===== src/sv/fa2_pkg.sv =====
// shared types and constants for the fast atan2 phase block
`timescale 1ns / 1ps
`default_nettype none

package fa2_pkg;

    // width of the sample and angle fields on the ports
    localparam int FIELD_WIDTH = 16;

    // fractional bits of the internal angle format
    localparam int WORK_FRAC = 30;
    localparam int ANGLE_WIDTH = 32;

    // angle constants in the internal format
    localparam logic [ANGLE_WIDTH-1:0] PI_Q30      = 32'd3373259426;
    localparam logic [ANGLE_WIDTH-1:0] HALF_PI_Q30 = 32'd1686629713;

    // cubic coefficient 0.226 scaled by 2^16
    localparam int COEF_WIDTH = 14;
    localparam int COEF_SHIFT = 16;
    localparam logic [COEF_WIDTH-1:0] COEF_Q16 = 14'd14811;

    // rounding of the internal angle down to 13 fractional bits
    localparam int OUT_SHIFT = 17;
    localparam logic [ANGLE_WIDTH-1:0] ROUND_HALF = 32'd65536;

    // one input transaction
    typedef struct packed {
        logic signed [FIELD_WIDTH-1:0] x_in;
        logic signed [FIELD_WIDTH-1:0] y_in;
    } sample_t;

    // one result transaction
    typedef struct packed {
        logic signed [FIELD_WIDTH-1:0] angle;
        logic                          zero_input;
    } phase_t;

    // quadrant and special-case flags that follow a sample down the pipe
    typedef struct packed {
        logic x_neg;
        logic y_neg;
        logic swap;
        logic zero;
    } side_t;

endpackage

`default_nettype wire


===== src/sv/fast_atan2_phase_top.sv =====
// fast atan2 phase: pipelined I/Q to phase angle converter
//
// sample channel: sample_valid / sample_stall carry one I/Q pair
// (x_in, y_in); a transaction completes on a clock edge with valid high
// and stall low. phase channel: phase_valid / phase_stall carry the
// angle (radians, 13 fractional bits) and the zero_input flag.
// one result comes out for every sample, in order.
// throughput: one sample per clock while phase_stall is low. pipeline: one
// magnitude stage, the ratio divider at two quotient bits per stage, three
// multiplier stages and two stages of quadrant mapping and rounding.
// reset empties every stage; nothing in flight survives it.
// when the receiver stalls, the finished result holds on the phase port and
// the stages behind it keep filling bubbles; sample_stall rises only once
// every stage holds a transaction.
`timescale 1ns / 1ps
`default_nettype none

module fast_atan2_phase_top #(
    parameter int SAMPLE_WIDTH    = 16,
    parameter int RATIO_FRAC_BITS = 15
) (
    input  wire logic              clk,
    input  wire logic              rst_n,
    input  wire logic              sample_valid,
    output logic                   sample_stall,
    input  wire fa2_pkg::sample_t  sample,
    output logic                   phase_valid,
    input  wire logic              phase_stall,
    output fa2_pkg::phase_t        phase
);
    import fa2_pkg::*;

    localparam int MW  = SAMPLE_WIDTH - 1;
    localparam int QW  = RATIO_FRAC_BITS + 1;
    localparam int EXW = FIELD_WIDTH + SAMPLE_WIDTH;
    // square of the ratio rescaled to the working format
    localparam int SH_L = (2 * RATIO_FRAC_BITS < WORK_FRAC) ?
                          WORK_FRAC - 2 * RATIO_FRAC_BITS : 0;
    localparam int SH_R = (2 * RATIO_FRAC_BITS >= WORK_FRAC) ?
                          2 * RATIO_FRAC_BITS - WORK_FRAC : 0;
    localparam int SQW  = 2 * QW + SH_L;
    localparam int R2W  = WORK_FRAC + 1;
    localparam int P3W  = R2W + QW;
    localparam int PTW  = R2W + COEF_WIDTH;
    localparam int TW   = WORK_FRAC;
    localparam int R30_SHIFT = WORK_FRAC - RATIO_FRAC_BITS;

    // magnitude with the most negative code saturated
    function automatic logic [MW-1:0] mag_of(input logic [SAMPLE_WIDTH-1:0] v);
        logic [SAMPLE_WIDTH-1:0] n;
        n = -v;
        if (!v[SAMPLE_WIDTH-1]) begin
            return v[MW-1:0];
        end
        else if (v == {1'b1, {MW{1'b0}}}) begin
            return '1;
        end
        else begin
            return n[MW-1:0];
        end
    endfunction

    // magnitude stage
    logic [EXW-1:0]          x_ext;
    logic [EXW-1:0]          y_ext;
    logic [SAMPLE_WIDTH-1:0] xv;
    logic [SAMPLE_WIDTH-1:0] yv;
    logic [MW-1:0]           ax;
    logic [MW-1:0]           ay;
    logic                    mag_vld_reg;
    logic [MW-1:0]           lo_reg;
    logic [MW-1:0]           hi_reg;
    side_t                   mag_side_reg;
    side_t                   mag_side_next;
    logic                    mag_rdy;

    // divider outputs
    logic          div_stall;
    logic          div_vld;
    logic [QW-1:0] div_quo;
    side_t         div_side;

    // polynomial and mapping stages
    logic                   sq_vld_reg;
    logic [QW-1:0]          sq_r_reg;
    logic [R2W-1:0]         sq_r2_reg;
    side_t                  sq_side_reg;
    logic                   sq_rdy;
    logic [2*QW-1:0]        sq_prod;

    logic                   cu_vld_reg;
    logic [QW-1:0]          cu_r_reg;
    logic [R2W-1:0]         cu_r3_reg;
    side_t                  cu_side_reg;
    logic                   cu_rdy;
    logic [P3W-1:0]         cu_prod;

    logic                   tm_vld_reg;
    logic [ANGLE_WIDTH-1:0] tm_r30_reg;
    logic [TW-1:0]          tm_term_reg;
    side_t                  tm_side_reg;
    logic                   tm_rdy;
    logic [PTW-1:0]         tm_prod;

    logic                   oc_vld_reg;
    logic [ANGLE_WIDTH-1:0] oc_a_reg;
    logic [ANGLE_WIDTH-1:0] oc_a_next;
    side_t                  oc_side_reg;
    logic                   oc_rdy;

    logic                   out_vld_reg;
    phase_t                 out_reg;
    phase_t                 out_next;
    logic                   out_rdy;
    logic [ANGLE_WIDTH-1:0] qa;
    logic [ANGLE_WIDTH-1:0] rounded;
    logic [FIELD_WIDTH-1:0] mag16;

    // low sample bits of each field, zero-extended where the field is short
    assign x_ext = {{SAMPLE_WIDTH{1'b0}}, sample.x_in};
    assign y_ext = {{SAMPLE_WIDTH{1'b0}}, sample.y_in};
    assign xv    = x_ext[SAMPLE_WIDTH-1:0];
    assign yv    = y_ext[SAMPLE_WIDTH-1:0];
    assign ax    = mag_of(xv);
    assign ay    = mag_of(yv);

    always_comb begin
        mag_side_next.x_neg = xv[SAMPLE_WIDTH-1];
        mag_side_next.y_neg = yv[SAMPLE_WIDTH-1];
        mag_side_next.swap  = ay > ax;
        mag_side_next.zero  = (ax == '0) && (ay == '0);
    end

    // handshake chain from the output register back to the input
    assign out_rdy      = !out_vld_reg || !phase_stall;
    assign oc_rdy       = !oc_vld_reg || out_rdy;
    assign tm_rdy       = !tm_vld_reg || oc_rdy;
    assign cu_rdy       = !cu_vld_reg || tm_rdy;
    assign sq_rdy       = !sq_vld_reg || cu_rdy;
    assign mag_rdy      = !mag_vld_reg || !div_stall;
    assign sample_stall = !mag_rdy;

    // valid bits
    always_ff @(posedge clk or negedge rst_n) begin
        if (!rst_n) begin
            mag_vld_reg <= 1'b0;
            sq_vld_reg  <= 1'b0;
            cu_vld_reg  <= 1'b0;
            tm_vld_reg  <= 1'b0;
            oc_vld_reg  <= 1'b0;
            out_vld_reg <= 1'b0;
        end
        else begin
            if (mag_rdy) begin
                mag_vld_reg <= sample_valid;
            end
            if (sq_rdy) begin
                sq_vld_reg <= div_vld;
            end
            if (cu_rdy) begin
                cu_vld_reg <= sq_vld_reg;
            end
            if (tm_rdy) begin
                tm_vld_reg <= cu_vld_reg;
            end
            if (oc_rdy) begin
                oc_vld_reg <= tm_vld_reg;
            end
            if (out_rdy) begin
                out_vld_reg <= oc_vld_reg;
            end
        end
    end

    // magnitude stage payload: order the magnitudes
    always_ff @(posedge clk) begin
        if (mag_rdy && sample_valid) begin
            lo_reg       <= mag_side_next.swap ? ax : ay;
            hi_reg       <= mag_side_next.swap ? ay : ax;
            mag_side_reg <= mag_side_next;
        end
    end

    // ratio lo / hi with RATIO_FRAC_BITS fractional bits
    fa2_div #(
        .MAG_WIDTH (MW),
        .QUO_WIDTH (QW)
    ) u_div (
        .clk      (clk),
        .rst_n    (rst_n),
        .up_valid (mag_vld_reg),
        .up_stall (div_stall),
        .lo       (lo_reg),
        .hi       (hi_reg),
        .up_side  (mag_side_reg),
        .dn_valid (div_vld),
        .dn_stall (!sq_rdy),
        .quo      (div_quo),
        .dn_side  (div_side)
    );

    // square of the ratio in the working format
    assign sq_prod = {{QW{1'b0}}, div_quo} * {{QW{1'b0}}, div_quo};
    always_ff @(posedge clk) begin
        if (sq_rdy && div_vld) begin
            sq_r_reg    <= div_quo;
            sq_r2_reg   <= R2W'((SQW'(sq_prod) << SH_L) >> SH_R);
            sq_side_reg <= div_side;
        end
    end

    // cube of the ratio
    assign cu_prod = P3W'(sq_r2_reg) * P3W'(sq_r_reg);
    always_ff @(posedge clk) begin
        if (cu_rdy && sq_vld_reg) begin
            cu_r_reg    <= sq_r_reg;
            cu_r3_reg   <= R2W'(cu_prod >> RATIO_FRAC_BITS);
            cu_side_reg <= sq_side_reg;
        end
    end

    // cubic correction term and ratio in the working format
    assign tm_prod = PTW'(cu_r3_reg) * PTW'(COEF_Q16);
    always_ff @(posedge clk) begin
        if (tm_rdy && cu_vld_reg) begin
            tm_r30_reg  <= ANGLE_WIDTH'(cu_r_reg) << R30_SHIFT;
            tm_term_reg <= TW'(tm_prod >> COEF_SHIFT);
            tm_side_reg <= cu_side_reg;
        end
    end

    // first octant angle, reflected about pi/4 when |y| > |x|
    always_comb begin
        oc_a_next = tm_r30_reg - ANGLE_WIDTH'(tm_term_reg);
        if (tm_side_reg.swap) begin
            oc_a_next = HALF_PI_Q30 - oc_a_next;
        end
    end

    always_ff @(posedge clk) begin
        if (oc_rdy && tm_vld_reg) begin
            oc_a_reg    <= oc_a_next;
            oc_side_reg <= tm_side_reg;
        end
    end

    // left half-plane, rounding and sign
    always_comb begin
        qa      = oc_side_reg.x_neg ? (PI_Q30 - oc_a_reg) : oc_a_reg;
        rounded = qa + ROUND_HALF;
        mag16   = FIELD_WIDTH'(rounded[ANGLE_WIDTH-1:OUT_SHIFT]);
        if (oc_side_reg.zero) begin
            out_next.angle      = '0;
            out_next.zero_input = 1'b1;
        end
        else begin
            out_next.angle      = oc_side_reg.y_neg ? -mag16 : mag16;
            out_next.zero_input = 1'b0;
        end
    end

    // output register
    always_ff @(posedge clk) begin
        if (out_rdy && oc_vld_reg) begin
            out_reg <= out_next;
        end
    end

    assign phase_valid = out_vld_reg;
    assign phase       = out_reg;

endmodule

`default_nettype wire


===== src/sv/fa2_div.sv =====
// pipelined restoring divider for the magnitude ratio
`timescale 1ns / 1ps
`default_nettype none

module fa2_div #(
    parameter int MAG_WIDTH = 15,
    parameter int QUO_WIDTH = 16
) (
    input  wire logic                  clk,
    input  wire logic                  rst_n,
    input  wire logic                  up_valid,
    output logic                       up_stall,
    input  wire logic [MAG_WIDTH-1:0]  lo,
    input  wire logic [MAG_WIDTH-1:0]  hi,
    input  wire fa2_pkg::side_t        up_side,
    output logic                       dn_valid,
    input  wire logic                  dn_stall,
    output logic [QUO_WIDTH-1:0]       quo,
    output fa2_pkg::side_t             dn_side
);
    import fa2_pkg::*;

    // quotient bits resolved in one stage
    localparam int PER_STAGE = 2;
    localparam int STAGES = (QUO_WIDTH + PER_STAGE - 1) / PER_STAGE;
    localparam int STEP_WIDTH = MAG_WIDTH + QUO_WIDTH;

    // stage registers
    logic [STAGES-1:0]    vld_reg;
    logic [MAG_WIDTH-1:0] rem_reg  [STAGES];
    logic [MAG_WIDTH-1:0] hi_reg   [STAGES];
    logic [QUO_WIDTH-1:0] quo_reg  [STAGES];
    side_t                side_reg [STAGES];

    // next values
    logic [MAG_WIDTH-1:0] rem_next [STAGES];
    logic [QUO_WIDTH-1:0] quo_next [STAGES];
    logic [STAGES-1:0]    src_vld;
    logic [STAGES-1:0]    rdy;

    // a group of quotient steps; the first step compares without shifting
    function automatic logic [STEP_WIDTH-1:0] div_steps(
        input logic [MAG_WIDTH-1:0] rem_i,
        input logic [MAG_WIDTH-1:0] hi_i,
        input logic [QUO_WIDTH-1:0] quo_i,
        input int                   base
    );
        logic [MAG_WIDTH:0]   t;
        logic [MAG_WIDTH-1:0] r;
        logic [QUO_WIDTH-1:0] q;
        r = rem_i;
        q = quo_i;
        for (int k = 0; k < PER_STAGE; k++) begin
            if (base + k < QUO_WIDTH) begin
                if (base + k == 0) begin
                    t = {1'b0, r};
                end
                else begin
                    t = {r, 1'b0};
                end
                if (t >= {1'b0, hi_i}) begin
                    t = t - {1'b0, hi_i};
                    q = {q[QUO_WIDTH-2:0], 1'b1};
                end
                else begin
                    q = {q[QUO_WIDTH-2:0], 1'b0};
                end
                r = t[MAG_WIDTH-1:0];
            end
        end
        return {r, q};
    endfunction

    // quotient steps for every stage
    always_comb begin
        logic [STEP_WIDTH-1:0] res;
        res = div_steps(lo, hi, '0, 0);
        rem_next[0] = res[STEP_WIDTH-1:QUO_WIDTH];
        quo_next[0] = res[QUO_WIDTH-1:0];
        src_vld[0]  = up_valid;
        for (int s = 1; s < STAGES; s++) begin
            res = div_steps(rem_reg[s-1], hi_reg[s-1], quo_reg[s-1], s * PER_STAGE);
            rem_next[s] = res[STEP_WIDTH-1:QUO_WIDTH];
            quo_next[s] = res[QUO_WIDTH-1:0];
            src_vld[s]  = vld_reg[s-1];
        end
    end

    // a stage takes new data when empty or when the next one moves
    always_comb begin
        rdy[STAGES-1] = !vld_reg[STAGES-1] || !dn_stall;
        for (int s = STAGES - 2; s >= 0; s--) begin
            rdy[s] = !vld_reg[s] || rdy[s+1];
        end
    end

    // valid bits
    always_ff @(posedge clk or negedge rst_n) begin
        if (!rst_n) begin
            vld_reg <= '0;
        end
        else begin
            for (int s = 0; s < STAGES; s++) begin
                if (rdy[s]) begin
                    vld_reg[s] <= src_vld[s];
                end
            end
        end
    end

    // stage payload
    always_ff @(posedge clk) begin
        if (rdy[0] && up_valid) begin
            rem_reg[0]  <= rem_next[0];
            quo_reg[0]  <= quo_next[0];
            hi_reg[0]   <= hi;
            side_reg[0] <= up_side;
        end
        for (int s = 1; s < STAGES; s++) begin
            if (rdy[s] && vld_reg[s-1]) begin
                rem_reg[s]  <= rem_next[s];
                quo_reg[s]  <= quo_next[s];
                hi_reg[s]   <= hi_reg[s-1];
                side_reg[s] <= side_reg[s-1];
            end
        end
    end

    assign up_stall = !rdy[0];
    assign dn_valid = vld_reg[STAGES-1];
    assign quo      = quo_reg[STAGES-1];
    assign dn_side  = side_reg[STAGES-1];

endmodule

`default_nettype wire

===== config.mk =====
export PLATFORM = sky130hd
export DESIGN_NAME = fast_atan2_phase_top
export DESIGN_NICKNAME = d
export VERILOG_FILES = /design/src/sv/fa2_pkg.sv /design/src/sv/fast_atan2_phase_top.sv /design/src/sv/fa2_div.sv
export SDC_FILE = /design/constraint.sdc
export NUM_CORES = 2
export LEC_CHECK = 0
export BUFFER_PORTS_ARGS = -buffer_cell sky130_fd_sc_hd__buf_2
export CAP_MARGIN = 15
export CORE_ASPECT_RATIO = 1.1
export CORE_UTILIZATION = 45
export CTS_BUF_LIST = sky130_fd_sc_hd__clkbuf_4
export CTS_CLUSTER_DIAMETER = 200
export DETAILED_ROUTE_END_ITERATION = 8
export GPL_TIMING_DRIVEN = 0
export HOLD_SLACK_MARGIN = 0.12
export PLACE_DENSITY_LB_ADDON = 0.08
export SYNTH_ARGS = -nofsm -noshare
export SYNTH_HDL_FRONTEND = slang
export SYNTH_HIERARCHICAL = 1
export SYNTH_SLANG_ARGS = --single-unit

===== constraint.sdc =====
create_clock -name clk -period 6.4 [get_ports clk]
set_input_delay 0.32 -clock clk [delete_from_list [all_inputs] [get_ports clk]]
set_output_delay 0.32 -clock clk [all_outputs]
set_load 0.01 [all_outputs]

==> flow_summary.toml <==
[status]
outcome = "finished with violations"
violations = "setup timing"

[critical_path]
cpPeakStageDelay_ns = 0.56
path_delay_family = "adder cells"
arrival_ns = 7.71
crit_path_start_kind = "flip-flop"
r2r_end = "cu_r3_reg[29]$_DFFE_PP_"
rrSetupSlack_ns = -0.41
startpoint = "sq_r_reg[6]$_DFFE_PP_"
r2r_start = "sq_r_reg[6]$_DFFE_PP_"
endpoint_kind = "flip-flop"
cp_slowest_cell = "edfxtp_1"
cp.required_ns = 7.29
worstSetupPathType = "reg2reg"
path_max_fanout = 7
crit_cells = 25
r2r_cells = 25
crit_top_cell = "fa_1"
critPathBufInv = 6
cp-endpoint = "cu_r3_reg[29]$_DFFE_PP_"

[min_path]
hp-class = "in2reg"
hold_start = "sample[16]"

[placement]
dpl.cell_count = 8598
portBuffers = 54
globalplace.congestion = 0.941
dp_hpwl_um = 141000

[yosys]
syn_inst = 6590
synth-warning-count = 6
synth_ff_type = "edfxtp_1"
synth_edf_count = 549
ys_top_cells_by_count = "1271 x inv_1, 788 x fa_1, 639 x ha_1"
yosysTopAreaCell = "edfxtp_1"
synth_area_leaders = "edfxtp_1 25%, fa_1 24%, ha_1 12%, inv_1 7.2%, nand2_1 3.1%"
netlist_area_um2 = 66000
synth_cell_types = 113
synth_top_cell_area_share_pct = 25.0
synth-seq-cells = 563
synthArstFlopShare_pct = 2.49
yosysSeqAreaShare_pct = 25.5
syn_avg_cell_area_um2 = 10.0
synth.most_common_cell = "inv_1"

[cells_and_area]
postLayoutCoreUtil_pct = 51.5
multiInputGateArea_um2 = 44800
ff_latch_area_um2 = 16800
drive_gt1_share_pct = 14.4
area_growth_pct = 13.6
fin_nets = 8558
stdcell_count = 9155
nFillCells = 13500

[global_route]
grt_pass1_vias = 50600
met1_usage_pct = 27.9
met2_usage_pct = 45.4
grt_util_met3_pct = 3.19
antenna_found_initial = 3
gr-total-overflow = 0
busiest_layer = "met2"
grt_start_max_net_pins = 41
grt_pass1_wl_um = 281000
track_usage_pct = 24.5

[floorplan]
core.rowCount = 147
initial_core_util_pct = 45.3
fp.dieW_um = 367
die-area_um2 = 148000
dieHeight_um = 404
fp.coreArea_um2 = 146000
ioPinCount = 55

[timing]
rsz0062_at_grt = "true"
relSlewSlack_pct = 25.0
period_minus_slack_ns = 6.81
period_share_pct = 106
timing.hold.ws_ns = 0.316
setup_ws_ns = -0.412
drv_slew = 0
finalClockSkew_ns = 0.0699
hold_viol = 0
fmax_mhz = 147
setup_viol = 22
worstMarginPinSlew_ns = 1.11

[clocking]
htree_levels = 4
clk_pin_slew_ns = 0.06
clk_latency_ns = 1.18
clock-sinks = 563
numCtsBuffers = 157
tritoncts = "built"
cts_root_buf = "clkbuf_4"
cts_buffer_depth = 3

[routing]
ant_nets = 0
vias = 47900
routed_via_density = 5.24
drtPass1Iterations = 7
drtIter0Drc = 2240
drc = 0
routed_wl_um = 178000
wl_per_cell_um = 19.4

[job]
max-cap-violations = 0
## layout by cell type (no fill, tap or decap), types with 80 or more instances in the layout
cell type and instances:
inv_1 1237, fa_1 774, ha_1 616, edfxtp_1 549
nand2_1 534, nor2_1 304, a21oi_1 252, and2_1 243
clkbuf_4 239, xnor2_1 230, o21ai_0 180, buf_4 172
mux2_2 144, xor2_1 115, dlygate4sd3_1 92, a21o_1 91
nor3_1 80
## through the flow
stage / setup slack [ns] / setup TNS [ns] / instance area (um^2)
after floorplan: 0.0120 / 0 / 66000
after global placement: -2.11 / -79.22 / 68700
after detailed placement: -2.06 / -76.90 / 69000
after CTS: -0.298 / -3.48 / 73900
after global routing: -0.572 / -9.54 / 74900
final: -0.412 / -4.93 / 75000
## what timing repair did
| item | 4_1_cts | 5_1_grt |
|---|---|---|
| setup endpoints to repair | 87 | 98 |
| resized for setup | 295 | 190 |
| hold buffers | 92 | 0 |
| pin swaps | 69 | 119 |
| setup buffers | 134 | 61 |
| hold endpoints to repair | 164 | 0 |
## how the worst min path moves through the flow
stage                                          to  slack (ns)  depth (start not counted)
after floorplan            cu_vld_reg$_DFFE_PN0P_        0.02                          0
after global placement    mag_vld_reg$_DFFE_PN0N_        0.30                          1
after detailed placement  mag_vld_reg$_DFFE_PN0N_        0.30                          1
after CTS                     hi_reg[0]$_DFFE_PP_        0.16                          4
after global routing          hi_reg[0]$_DFFE_PP_        0.29                          4
final                         hi_reg[0]$_DFFE_PP_        0.32                          4
## kinds of logic after synthesis
kind of cell | Yosys count | synth area share (%)
and+or+nand+nor | 1639 | 12.3
adders and majority gates | 1427 | 36.0
buffers and inverters | 1426 | 8.25
AOI/OAI and AO/OA | 992 | 9.99
DFF | 563 | 25.5
xor gates and xnor gates | 348 | 4.63
muxes | 193 | 3.22
other | 2 | 0.0114
## worst register-to-register path, cell delays in order, from the launching register on
cell and delay, ns:
edfxtp_1 0.56, buf_8 0.23, buf_12 0.13, and2_4 0.15, fa_1 0.49, inv_2 0.05
fa_2 0.39, fa_1 0.55, inv_2 0.04, fa_1 0.52, fa_1 0.52, inv_1 0.06
fa_1 0.52, inv_2 0.05, ha_4 0.23, a21o_1 0.16, a21o_4 0.24, a21o_1 0.21
a21oi_4 0.19, nor2b_4 0.22, a211oi_4 0.08, nor2_4 0.23, nand2_4 0.11, and3_4 0.21
o211ai_1 0.26, o311ai_4 0.14
## per-layer routing
metal / vias up / wire length, um / part of all wire, %
met4: 0 / 8150 / 4.6
met1: 23600 / 69700 / 39
met2: 1069 / 93700 / 53
met3: 349 / 6370 / 3.6
li1: 22900 / - / -
met5: - / 0 / 0
## area by class of cell
cell class                      instances  share of cell area [%]
Multi-Input combinational cell       4606                    59.7
Clock buffer                          221                    2.21
Timing Repair Buffer                  348                    4.03
Inverter                             1277                    6.44
Clock inverter                         49                   0.412
Antenna cell                           12                  0.0401
Buffer                                142                    1.45
Tap cell                             1937                    3.23
Sequential cell                       563                    22.5
Power is left out: the tool's default activity adds up to more than one toggle a clock period on the data nets, which glitch-free logic cannot reach.
